## src/design/lms_pkg.sv

```systemverilog
// Shared types and constants for the Laplacian mesh smoothing block.
// No dependencies; imported by every design file.
package lms_pkg;

	localparam int IDX_W     = 12;
	localparam int COORD_W   = 32;
	localparam int DIFF_W    = 19;
	localparam int CNT_OUT_W = 7;

	localparam int VTX_DEPTH_DEF      = 4096;
	localparam int MAX_NEIGHBOURS_DEF = 64;
	localparam int FRAC_BITS_DEF      = 16;

	localparam logic signed [DIFF_W-1:0] DIFFUSION_RESET = 19'sd32768;
	localparam logic [CNT_OUT_W-1:0]     CNT_OUT_MAX     = 7'd127;

	localparam logic OP_LOAD      = 1'b0;
	localparam logic OP_NEIGHBOUR = 1'b1;

	// one vertex position, [0] = x, [1] = y, [2] = z
	typedef logic [2:0][COORD_W-1:0] vec_t;

	typedef struct packed {
		logic                      op;
		logic [IDX_W-1:0]          vertex_index;
		logic signed [COORD_W-1:0] coord_x;
		logic signed [COORD_W-1:0] coord_y;
		logic signed [COORD_W-1:0] coord_z;
		logic [IDX_W-1:0]          neighbour_index;
		logic                      neighbour_valid;
		logic                      last_of_vertex;
	} item_t;

	typedef struct packed {
		logic [IDX_W-1:0]          result_index;
		logic signed [COORD_W-1:0] new_x;
		logic signed [COORD_W-1:0] new_y;
		logic signed [COORD_W-1:0] new_z;
		logic [CNT_OUT_W-1:0]      neighbour_count;
		logic                      saturated;
	} result_t;

endpackage

```

## src/design/lms_divider.sv

```systemverilog
// Bit-serial restoring divider: signed sum by unsigned nonzero count,
// quotient truncated toward zero. Depends on lms_pkg.
module lms_divider import lms_pkg::*; #(
	parameter int SUM_W = 38,
	parameter int CNT_W = 7
) (
	input  logic                      clk,
	input  logic                      arst_n,
	input  logic                      start,
	input  logic signed [SUM_W-1:0]   dividend,
	input  logic [CNT_W-1:0]          divisor,
	output logic                      done,
	output logic signed [COORD_W-1:0] quotient
);

	localparam int STEP_W = $clog2(SUM_W + 1);

	logic              busy_q;
	logic              done_q;
	logic [STEP_W-1:0] step_q;
	logic [CNT_W-1:0]  rem_q;
	logic [CNT_W-1:0]  dsr_q;
	logic [SUM_W-1:0]  quo_q;
	logic              neg_q;
	logic [CNT_W:0]    trial;
	logic              fits;
	logic [SUM_W-1:0]  mag;
	logic [SUM_W-1:0]  quo_signed;

	assign mag   = dividend[SUM_W-1] ? (~dividend + 1'b1) : dividend;
	assign trial = {rem_q, quo_q[SUM_W-1]};
	assign fits  = trial >= {1'b0, dsr_q};

	always_ff @(posedge clk or negedge arst_n) begin
		if (!arst_n) begin
			busy_q <= 1'b0;
			done_q <= 1'b0;
			step_q <= '0;
		end else begin
			done_q <= 1'b0;
			if (start) begin
				busy_q <= 1'b1;
				step_q <= STEP_W'(SUM_W);
			end else if (busy_q) begin
				step_q <= step_q - 1'b1;
				if (step_q == STEP_W'(1)) begin
					busy_q <= 1'b0;
					done_q <= 1'b1;
				end
			end
		end
	end

	always_ff @(posedge clk) begin
		if (start) begin
			quo_q <= mag;
			rem_q <= '0;
			dsr_q <= divisor;
			neg_q <= dividend[SUM_W-1];
		end else if (busy_q) begin
			rem_q <= fits ? CNT_W'(trial - {1'b0, dsr_q}) : CNT_W'(trial);
			quo_q <= {quo_q[SUM_W-2:0], fits};
		end
	end

	// average of 32-bit values always fits back in 32 bits
	assign quo_signed = neg_q ? (~quo_q + 1'b1) : quo_q;
	assign quotient   = signed'(quo_signed[COORD_W-1:0]);
	assign done       = done_q;

endmodule

```

## config.mk

```make
export PLATFORM = sky130hd
export DESIGN_NAME = lms_divider
export DESIGN_NICKNAME = d
export VERILOG_FILES = /design/src/design/lms_pkg.sv /design/src/design/lms_divider.sv
export SDC_FILE = /design/constraint.sdc
export NUM_CORES = 1
export LEC_CHECK = 0
export ABC_AREA = 1
export BUFFER_PORTS_ARGS = -buffer_cell sky130_fd_sc_hd__clkbuf_2
export CORE_MARGIN = 10
export CORE_UTILIZATION = 40
export CTS_CLUSTER_SIZE = 12
export DETAILED_ROUTE_END_ITERATION = 8
export HOLD_SLACK_MARGIN = 0.03
export PLACE_DENSITY_LB_ADDON = 0.3
export REMOVE_ABC_BUFFERS = 1
export SLEW_MARGIN = 20
export SYNTH_ARGS = -nofsm -noshare
export SYNTH_HDL_FRONTEND = slang
export SYNTH_SLANG_ARGS = --single-unit
```

## constraint.sdc

```tcl
create_clock -name clk -period 1.6 [get_ports clk]
set_input_delay 0.16 -clock clk [delete_from_list [all_inputs] [get_ports clk]]
set_output_delay 0.16 -clock clk [all_outputs]
set_load 0.02 [all_outputs]
```

==> summary.md <==
| Metric | Value |
|---|---|
| DPL Wire Length | `about 12000 µm` |
| Hold Slack | `about 0.19 ns` |
| Top post-synthesis cells by count | `nand2_1, inv_1, nand3_1` |
| TritonCTS clock tree | `done` |
| Failing checks | `setup timing` |
| Drt first pass iters | `5` |
| Async S/R FF share, synth | `13.1%` |
| Register area | `1720 µm²` |
| Worst-Margin Slew | `0.392 ns` |
| Routed vias/inst | `between 5 and 6` |
| VDD IR max | `between 0.5 and 0.6 mV` |
| IO Count | `81` |
| Worst R2R Start | `quo_q[37]$_DFFE_PP_` |
| CP max stage cell | `edfxtp_1` |
| Htree depth | `3` |
| Most frequent cell after synthesis | `nand2_1` |
| WP data required | `approximately 1.4 ns` |
| Die area | `16800 µm²` |
| # diodes | `0` |
| Cell variety after synth | `39` |
| WHS Endpoint | `quo_q[36]$_DFFE_PP_` |
| Count of input and output buffers | `80` |
| CP Capture Type | `output port` |
| R2R Path End | `rem_q[5]$_SDFFE_PP0P_` |
| TritonCTS Buffers | `9` |
| Setup ws final | `-0.649 ns` |
| Tcrit/Tclk final | `141%` |
| Reg2Reg Setup Slack | `-0.17 ns` |
| Wire per inst | `around 16 µm` |
| Max Freq | `about 440 MHz` |
| Fillers | `938` |
| Total via count in the routed design | `5386` |
| Worst Skew | `0.00656 ns` |
| Final Hold Vio Count | `0` |
| Nets | `about 970` |
| Initial core utilization | `roughly 41%` |
| Leakage | `between 3 and 4 nW` |
| Total congestion overflow | `0` |
| Layout cells sized above 1 | `35.5%` |
| Initial DRC count | `approximately 350` |
| Largest stage delay, worst path | `0.41 ns` |
| Synthesis Warnings | `0` |
| Tot GR Track Use | `approximately a fifth` |
| Residual DRC | `0` |
| Cell Chain, Critical Path | `inv_2 > ha_4 > nand3_4 > nor2_4 > nand3_4 > buf_6 > nor2_4 > xor2_1 > o21ai_1 > buf_4` |
| CP Max Fanout | `3` |
| Clk buf depth | `2` |
| Area grow syn2layout | `51.3%` |
| Fin. max-slew vios | `0` |
| Synth Cell Area | `~4800 µm²` |
| Synth Register Bits | `61` |
| Post-Syn Instances | `between 600 and 700` |
| First-pass GRT wire length | `26300 µm` |
| Synth top area cells | `edfxtp_1, nand2_1, nand3_1, inv_1, o21ai_0` |
| Hold Path Class | `in2reg` |
| Util after Layout | `between 60% and 70%` |
| Number of global-route vias before repair | `5574` |
| Die height | `around 130 µm` |
| Worst slew margin | `about 74%` |
| Register area share after synthesis | `roughly 36%` |
| Hold depth | `4` |
| Pin count of the biggest net entering global routing | `40` |
| Outcome | `finished with violations` |
| Placed insts | `between 1k and 1.5k` |
| Post-synth EDFFs | `46` |
| Multi-input logic area | `approximately 2900 µm²` |
| Cell row count | `39` |
| Clock-pin slew on the worst setup and hold paths | `around 0.05 ns` |
| # Max-Cap Violations | `0` |
| Layout Cells excl Fill | `1053` |
| Hold path start | `dividend[36]` |
| Fin crit period | `roughly 2.2 ns` |
| Clock latency on the worst-skew pair | `0.34 ns` |
| Unrepaired setup endpoints after global routing | `yes` |
| CP Data Arrival Time | `around 2.1 ns` |
| Routed WL | `approximately 17000 µm` |
| Syn avg cell area | `slightly above 7 µm²` |
| WS Path Type | `reg2out` |
| Worst reg2reg path depth | `10` |
| Initial antenna violation count | `0` |
| CTS sink count | `between 60 and 70` |
| Antenna Nets Post-Route | `0` |
| Root Buffer | `clkbuf_16` |
| Core Region | `11600 µm²` |
| Startpoint types | `flip-flop` |
| Synth area leader | `edfxtp_1` |
| Placer Congestion | `roughly 0.87` |
| PwrDens | `approximately 1100 nW/µm²` |
| Die Width | `129 µm` |
| Share of the synthesized area in the top cell type | `roughly 29%` |
| Primary FF master, synth | `edfxtp_1` |
| Setup-failing EPs final | `39` |
==> logic make-up after synthesis <==
group / after synthesis / synth area share [%]
compound gates: 91 / 10.6
flops: 61 / 35.9
buf+inv: 108 / 8.77
fa+ha+maj: 12 / 3.29
simple gates: 365 / 33.5
xor+xnor: 43 / 7.86
==> cell type report <==
cell class,count,share of cell area [%]
inverters,91,4.81
clock inverters,2,0.155
multi-input cells,511,40.6
flip-flops and latches,61,23.7
well taps,143,2.47
repair buffers,231,24.1
clock buffers,14,4.07
==> worst max-delay path by stage <==
stage,from,to,depth (start not counted)
after floorplan,quo_q[0]$_DFFE_PP_,quotient[28],8
after global placement,quo_q[0]$_DFFE_PP_,quotient[18],9
after detailed placement,quo_q[1]$_DFFE_PP_,quotient[16],9
after CTS,quo_q[0]$_DFFE_PP_,quotient[16],9
after global routing,quo_q[0]$_DFFE_PP_,quotient[18],9
final,quo_q[1]$_DFFE_PP_,quotient[28],10
==> cell usage in the layout (no fill, tap or decap), types with 11 or more instances in the layout <==
cell and instances:
nor2_2 15, nor2_1 58, edfxtp_1 46, nand3_1 66
buf_6 15, nand2_2 16, a21oi_1 11, buf_4 148
o21ai_0 49, xor2_1 26, nand2_1 162, inv_1 85
o21ai_2 11, clkbuf_2 49, nand4_1 12
==> what timing repair did <==
item	in CTS	in global routing
hold buffers	8	0
cloned	1	0
gates resized for setup	109	54
setup buffers	16	6
setup endpoints to repair	39	43
pin swaps	31	23
hold endpoints to repair	15	0
==> per-layer routing <==
layer  vias to the layer above  share of wire [%]  track usage, %
met5                         -                  0               0
met3                        46                4.7            3.10
met4                         0                3.8            9.06
met1                      2491                 40            22.0
met2                       172                 51            35.5
li1                       2677                  -               -
==> sequential cells by signal, indices dropped and copies added, names as in the netlist <==
name    count
busy_q      1
dsr_q       7
quo_q      38
step_q      6
neg_q       1
rem_q       7
done        1
==> worst max-delay path: cells and delay by family (launching register included) <==
kind / cells / cell delay, ns
simple gates: 4 / 0.44
xor+xnor: 1 / 0.08
buf+inv: 3 / 0.43
flops: 1 / 0.41
fa+ha+maj: 1 / 0.15
compound gates: 1 / 0.24
==> power by group <==
group          switching (mW)  internal [mW]  leakage, nW
Combinational            1.86           1.73         2.69
Clock                   0.701           1.27        0.154
Sequential              0.169           1.97        0.644
Total                    2.73           4.96         3.49
==> metrics by stage <==
step	instance area [µm²]	power (mW)	TNS, ns	setup slack [ns]
finish	7250	7.69	-16.22	-0.649
global route	7250	8.12	-19.23	-0.776
CTS	7080	7.43	-15.39	-0.628
detailed placement	6210	4.89	-9.16	-0.372
global placement	6210	4.81	-7.42	-0.311
floorplan	4710	3.59	-6.29	-0.404
Note: power is estimated with default switching activity, not from simulation.
