$ cat src/design/lms_pkg.sv
// Shared types and constants for the Laplacian mesh smoothing block.
// No dependencies; imported by every design file.
package lms_pkg;

	localparam int IDX_W     = 12;
	localparam int COORD_W   = 32;
	localparam int DIFF_W    = 19;
	localparam int CNT_OUT_W = 7;

	localparam int VTX_DEPTH_DEF      = 4096;
	localparam int MAX_NEIGHBOURS_DEF = 64;
	localparam int FRAC_BITS_DEF      = 16;

	localparam logic signed [DIFF_W-1:0] DIFFUSION_RESET = 19'sd32768;
	localparam logic [CNT_OUT_W-1:0]     CNT_OUT_MAX     = 7'd127;

	localparam logic OP_LOAD      = 1'b0;
	localparam logic OP_NEIGHBOUR = 1'b1;

	// one vertex position, [0] = x, [1] = y, [2] = z
	typedef logic [2:0][COORD_W-1:0] vec_t;

	typedef struct packed {
		logic                      op;
		logic [IDX_W-1:0]          vertex_index;
		logic signed [COORD_W-1:0] coord_x;
		logic signed [COORD_W-1:0] coord_y;
		logic signed [COORD_W-1:0] coord_z;
		logic [IDX_W-1:0]          neighbour_index;
		logic                      neighbour_valid;
		logic                      last_of_vertex;
	} item_t;

	typedef struct packed {
		logic [IDX_W-1:0]          result_index;
		logic signed [COORD_W-1:0] new_x;
		logic signed [COORD_W-1:0] new_y;
		logic signed [COORD_W-1:0] new_z;
		logic [CNT_OUT_W-1:0]      neighbour_count;
		logic                      saturated;
	} result_t;

endpackage

$ cat src/design/lms_mac.sv
// Shared multiplier with accumulator: a*b + c*d, round half up at FRAC_BITS,
// clamp to 32 bits. Depends on lms_pkg.
module lms_mac import lms_pkg::*; #(
	parameter int FRAC_BITS = 16,
	parameter int COEF_W    = 20
) (
	input  logic                      clk,
	input  logic                      arst_n,
	input  logic                      start,
	input  logic signed [COEF_W-1:0]  coef_a,
	input  logic signed [COORD_W-1:0] val_a,
	input  logic signed [COEF_W-1:0]  coef_b,
	input  logic signed [COORD_W-1:0] val_b,
	output logic                      done,
	output logic signed [COORD_W-1:0] value,
	output logic                      clamped
);

	localparam int PROD_W = COEF_W + COORD_W;
	localparam int ACC_W  = PROD_W + 1;
	localparam int Q_W    = ACC_W - FRAC_BITS;
	localparam logic signed [ACC_W-1:0] HALF = ACC_W'(64'd1 << (FRAC_BITS - 1));
	localparam logic signed [Q_W-1:0]   QMAX = Q_W'(32'sh7FFFFFFF);
	localparam logic signed [Q_W-1:0]   QMIN = Q_W'(32'sh80000000);

	logic                       busy_q;
	logic [1:0]                 phase_q;
	logic                       done_q;
	logic signed [PROD_W-1:0]   prod_s1;
	logic signed [ACC_W-1:0]    acc_q;
	logic signed [COORD_W-1:0]  value_q;
	logic                       clamped_q;
	logic signed [COEF_W-1:0]   mul_c;
	logic signed [COORD_W-1:0]  mul_v;
	logic signed [PROD_W-1:0]   mul_out;
	logic signed [ACC_W-1:0]    rnd;
	logic signed [Q_W-1:0]      q;

	// one multiplier: first operand pair on start, second in the cycle after
	assign mul_c   = busy_q ? coef_b : coef_a;
	assign mul_v   = busy_q ? val_b : val_a;
	assign mul_out = mul_c * mul_v;

	assign rnd = acc_q + HALF;
	assign q   = Q_W'(rnd >>> FRAC_BITS);

	always_ff @(posedge clk or negedge arst_n) begin
		if (!arst_n) begin
			busy_q  <= 1'b0;
			phase_q <= '0;
			done_q  <= 1'b0;
		end else begin
			done_q <= 1'b0;
			if (start) begin
				busy_q  <= 1'b1;
				phase_q <= 2'd1;
			end else if (busy_q) begin
				phase_q <= phase_q + 1'b1;
				if (phase_q == 2'd3) begin
					busy_q  <= 1'b0;
					done_q  <= 1'b1;
				end
			end
		end
	end

	always_ff @(posedge clk) begin
		if (start || (busy_q && phase_q == 2'd1))
			prod_s1 <= mul_out;
		if (busy_q && phase_q == 2'd1)
			acc_q <= ACC_W'(prod_s1);
		if (busy_q && phase_q == 2'd2)
			acc_q <= acc_q + ACC_W'(prod_s1);
		if (busy_q && phase_q == 2'd3) begin
			if (q > QMAX) begin
				value_q   <= 32'sh7FFFFFFF;
				clamped_q <= 1'b1;
			end else if (q < QMIN) begin
				value_q   <= 32'sh80000000;
				clamped_q <= 1'b1;
			end else begin
				value_q   <= COORD_W'(q);
				clamped_q <= 1'b0;
			end
		end
	end

	assign done    = done_q;
	assign value   = value_q;
	assign clamped = clamped_q;

endmodule

$ cat config.mk
export PLATFORM = sky130hd
export DESIGN_NAME = lms_mac
export DESIGN_NICKNAME = d
export VERILOG_FILES = /design/src/design/lms_pkg.sv /design/src/design/lms_mac.sv
export SDC_FILE = /design/constraint.sdc
export NUM_CORES = 2
export LEC_CHECK = 0
export BUFFER_PORTS_ARGS = -buffer_cell sky130_fd_sc_hd__buf_2
export CAP_MARGIN = 5
export CELL_PAD_IN_SITES_DETAIL_PLACEMENT = 0
export CELL_PAD_IN_SITES_GLOBAL_PLACEMENT = 1
export CORE_ASPECT_RATIO = 0.7
export CORE_MARGIN = 5
export CORE_UTILIZATION = 30
export CTS_BUF_LIST = sky130_fd_sc_hd__clkbuf_8
export CTS_CLUSTER_SIZE = 24
export DETAILED_ROUTE_END_ITERATION = 7
export PLACE_DENSITY_LB_ADDON = 0.12
export REMOVE_ABC_BUFFERS = 1
export SLEW_MARGIN = 20
export SYNTH_ARGS = -nofsm -noshare
export SYNTH_HDL_FRONTEND = slang
export SYNTH_SLANG_ARGS = --single-unit
$ cat constraint.sdc
create_clock -name clk -period 10.25 [get_ports clk]
set_clock_uncertainty 0.1 [all_clocks]
set_input_delay 1.025 -clock clk [delete_from_list [all_inputs] [get_ports clk]]
set_output_delay 1.025 -clock clk [all_outputs]
set_load 0.03 [all_outputs]
==> summary.md <==
| Metric | Value |
|---|---|
| Vias | `23400` |
| Critical Path RT | `10.57 ns` |
| Vias in the first global route | `25500` |
| TritonCTS clock tree | `yes` |
| DP Wirelength | `87.1 mm` |
| Clk Latency, worst-skew pair | `0.55 ns` |
| Die height | `282 um` |
| Post_cts resized | `0` |
| Placer congestion estimate | `0.823` |
| Worst setup EP type | `flop` |
| Core Rows | `99` |
| Worst hold slack | `0.178 ns` |
| Run status | `completed` |
| Area of the multi-input gates | `24400 um2` |
| Core region area | `105000 um2` |
| Hold-fix buffers at CTS | `0` |
| Layout cells sized above 1 | `9.36%` |
| Clk slew on worst S/H paths | `0.09 ns` |
| Post-Synthesis Cells | `3449` |
| Syn Area/Cell | `9.18 um2` |
| Critical Path Source Type | `flop` |
| Most used DFF post-synth | `edfxtp_1` |
| Drt first-iter violations | `1290` |
| Pin count of the biggest net entering global routing | `60` |
| MaxCap Viol Count | `0` |
| CTS Buffer Depth | `3` |
| Initial antenna violation count | `6` |
| Post-CTS repair timing setup buffer count | `0` |
| FFs w/ async S/R, synth | `2.82%` |
| Register area share after synthesis | `13.4%` |
| Drt total wl | `102 mm` |
| Fill count | `11100` |
| 1st-pass router iterations | `5` |
| Netlist Area Pre-Place | `31700 um2` |
| Vias per inst | `4.69` |
| #FFs+latches synth | `142` |
| Setup repair after global routing missed its margin | `false` |
| Grt total ovfl | `0` |
| Root Driver | `clkbuf_8` |
| Die area | `112000 um2` |
| First-pass GRT wire length | `161 mm` |
| Fin. max-slew vios | `0` |
| # IOs | `141` |
| Slew @ Worst Pin | `1.15 ns` |
| GRT Total Usage | `18.9%` |
| Setup TNS Final | `0 ns` |
| Setup Viol. Count Final | `0` |
| CTS H-tree lvls | `4` |
| Fin util | `33.2%` |
| Post-synth EDFFs | `138` |
| DR WL/cell | `20.5 um` |
| CP Class | `reg2reg` |
| Syn. warnings | `0` |
| Die extent in x | `398 um` |
| CP max FO | `23` |
| CTS Buf Count | `25` |
| CTS Sinks | `142` |
| Area grow syn2layout | `9.70%` |
| Crit path arrival time | `9.16 ns` |
| DRC viols | `0` |
| Max_slew headroom | `21.6%` |
| Port bufs | `140` |
| Initial Util | `30.3%` |
| Fin crit share | `86.3%` |
| Hold violation total from the final report | `0` |
| Routed Antenna Nets | `0` |
| Layout net count | `4494` |
| Synth cell types | `81` |
| Worst min path class | `in2async` |
| Fmax achieved | `0.113 GHz` |
| Min Clock Period, post-route | `8.84 ns` |
| Storage cell area | `4250 um2` |
-- state kept, by name, summed over array words and instances, names as in the netlist --
name / count
acc_q: 53
busy_q: 1
clamped: 1
done: 1
phase_q: 2
prod_s1: 52
value: 32
-- area by class of cell --
type	count	share of cell area [%]
Inverter	705	7.62
Sequential cell	142	12.2
Clock buffer	25	0.990
Tap cell	1414	5.09
Antenna cell	2	0.0144
Clock inverter	8	0.162
Timing Repair Buffer	213	3.59
Multi-Input combinational cell	2476	70.3
-- critical path: stages (launching register included) --
cell and delay (ns):
dfrtp_4 0.85, buf_4 0.44, mux2_2 0.58, nand2_1 0.23
fa_1 0.71, inv_1 0.14, fa_1 0.73, inv_1 0.23
fa_1 0.51, fa_1 0.57, inv_1 0.05, fa_1 0.48
inv_1 0.05, fa_1 0.46, fa_1 0.52, inv_1 0.05
ha_1 0.34, nor2b_1 0.16, o21ai_1 0.11, nand2b_1 0.09
a2111oi_0 0.42, a21oi_2 0.20, or4_1 0.53, nand4_1 0.09
-- Yosys cell counts, types with 5 or more instances --
master    number  share of area [%]
o211ai_1      10               0.24
a211o_1        7               0.19
a31oi_1        9               0.18
o21ai_1       53               0.84
clkbuf_1     110                1.3
a21oi_1       79                1.2
a221oi_1       5               0.14
mux2i_1       51                1.6
nor2_1       423                5.0
edfxtp_1     138                 13
o21a_1        11               0.26
and2_1         7               0.14
nand2_1      400                4.7
nand4_1       26               0.51
buf_1         10               0.12
nand3_1       35               0.55
o31ai_1        5               0.12
or3_1          9               0.18
nand2b_1      29               0.57
ha_1         187                7.4
a211oi_1      11               0.26
a21o_1        68                1.6
fa_1         637                 40
a311oi_1       5               0.14
nor3_1        22               0.35
o21bai_1      17               0.40
nor4b_1        5               0.14
mux2_2        51                1.8
xnor2_1       73                2.0
nor2b_1       14               0.28
buf_2          5              0.079
o21ai_0       66                1.0
and3_1        21               0.41
or4_1          5               0.12
inv_1        703                8.3
xor2_1        62                1.7
-- cell families (layout without fill, tap and decap cells) --
family	Yosys count	after routing	share of synthesized area (%)
buffers and inverters	831	951	9.89
other	0	2	0
AND/OR/NAND/NOR	1016	1016	13.5
multiplexers	103	103	3.46
XOR/XNOR	135	135	3.73
adder cells (fa/ha/maj)	824	824	47.6
flip-flops	142	142	13.4
AO/OA/AOI/OAI	398	398	8.39
-- final timing paths --
| kind | startpoint | endpoint | slack (ns) | cells after the start |
|---|---|---|---|---|
| worst max-delay path | busy_q | prod_s1[51] | 1.41 | 23 |
| worst min-delay path | arst_n | busy_q | 0.18 | 1 |
| worst max register to register | busy_q | prod_s1[51] | 1.41 | 23 |
| worst min register to register | prod_s1[10] | acc_q[10] | 0.46 | 2 |
| max in group asynchronous | arst_n | busy_q | 9.71 | 1 |
| min in group clk | prod_s1[10] | acc_q[10] | 0.46 | 2 |
-- routing by layer --
| layer | routed length [um] | global-route usage [%] |
|---|---|---|
| met4 | 1210 | 2.38 |
| met2 | 42800 | 28.2 |
| met1 | 52200 | 28.9 |
| met5 | 0 | 0 |
| met3 | 5830 | 3.81 |
-- placed cells by master (no fill, tap or decap), types with 67 or more instances in the layout --
cell and instances:
a21o_1 67, fa_1 637, a21oi_1 79, ha_1 187
buf_4 73, inv_1 703, nand2_1 399, edfxtp_1 138
buf_2 140, xnor2_1 73, nor2_1 423
-- metrics by stage --
stage	cells	instance area, um2	setup slack [ns]
finish	4985	34700	1.41
global route	4984	34700	0.827
CTS	4983	34700	1.39
detailed placement	4950	34300	1.37
global placement	4950	34300	1.36
floorplan	3323	31200	-0.729
Power is not shown: default switching activity piles up to over one toggle a cycle in this logic, so the estimate is an artifact.
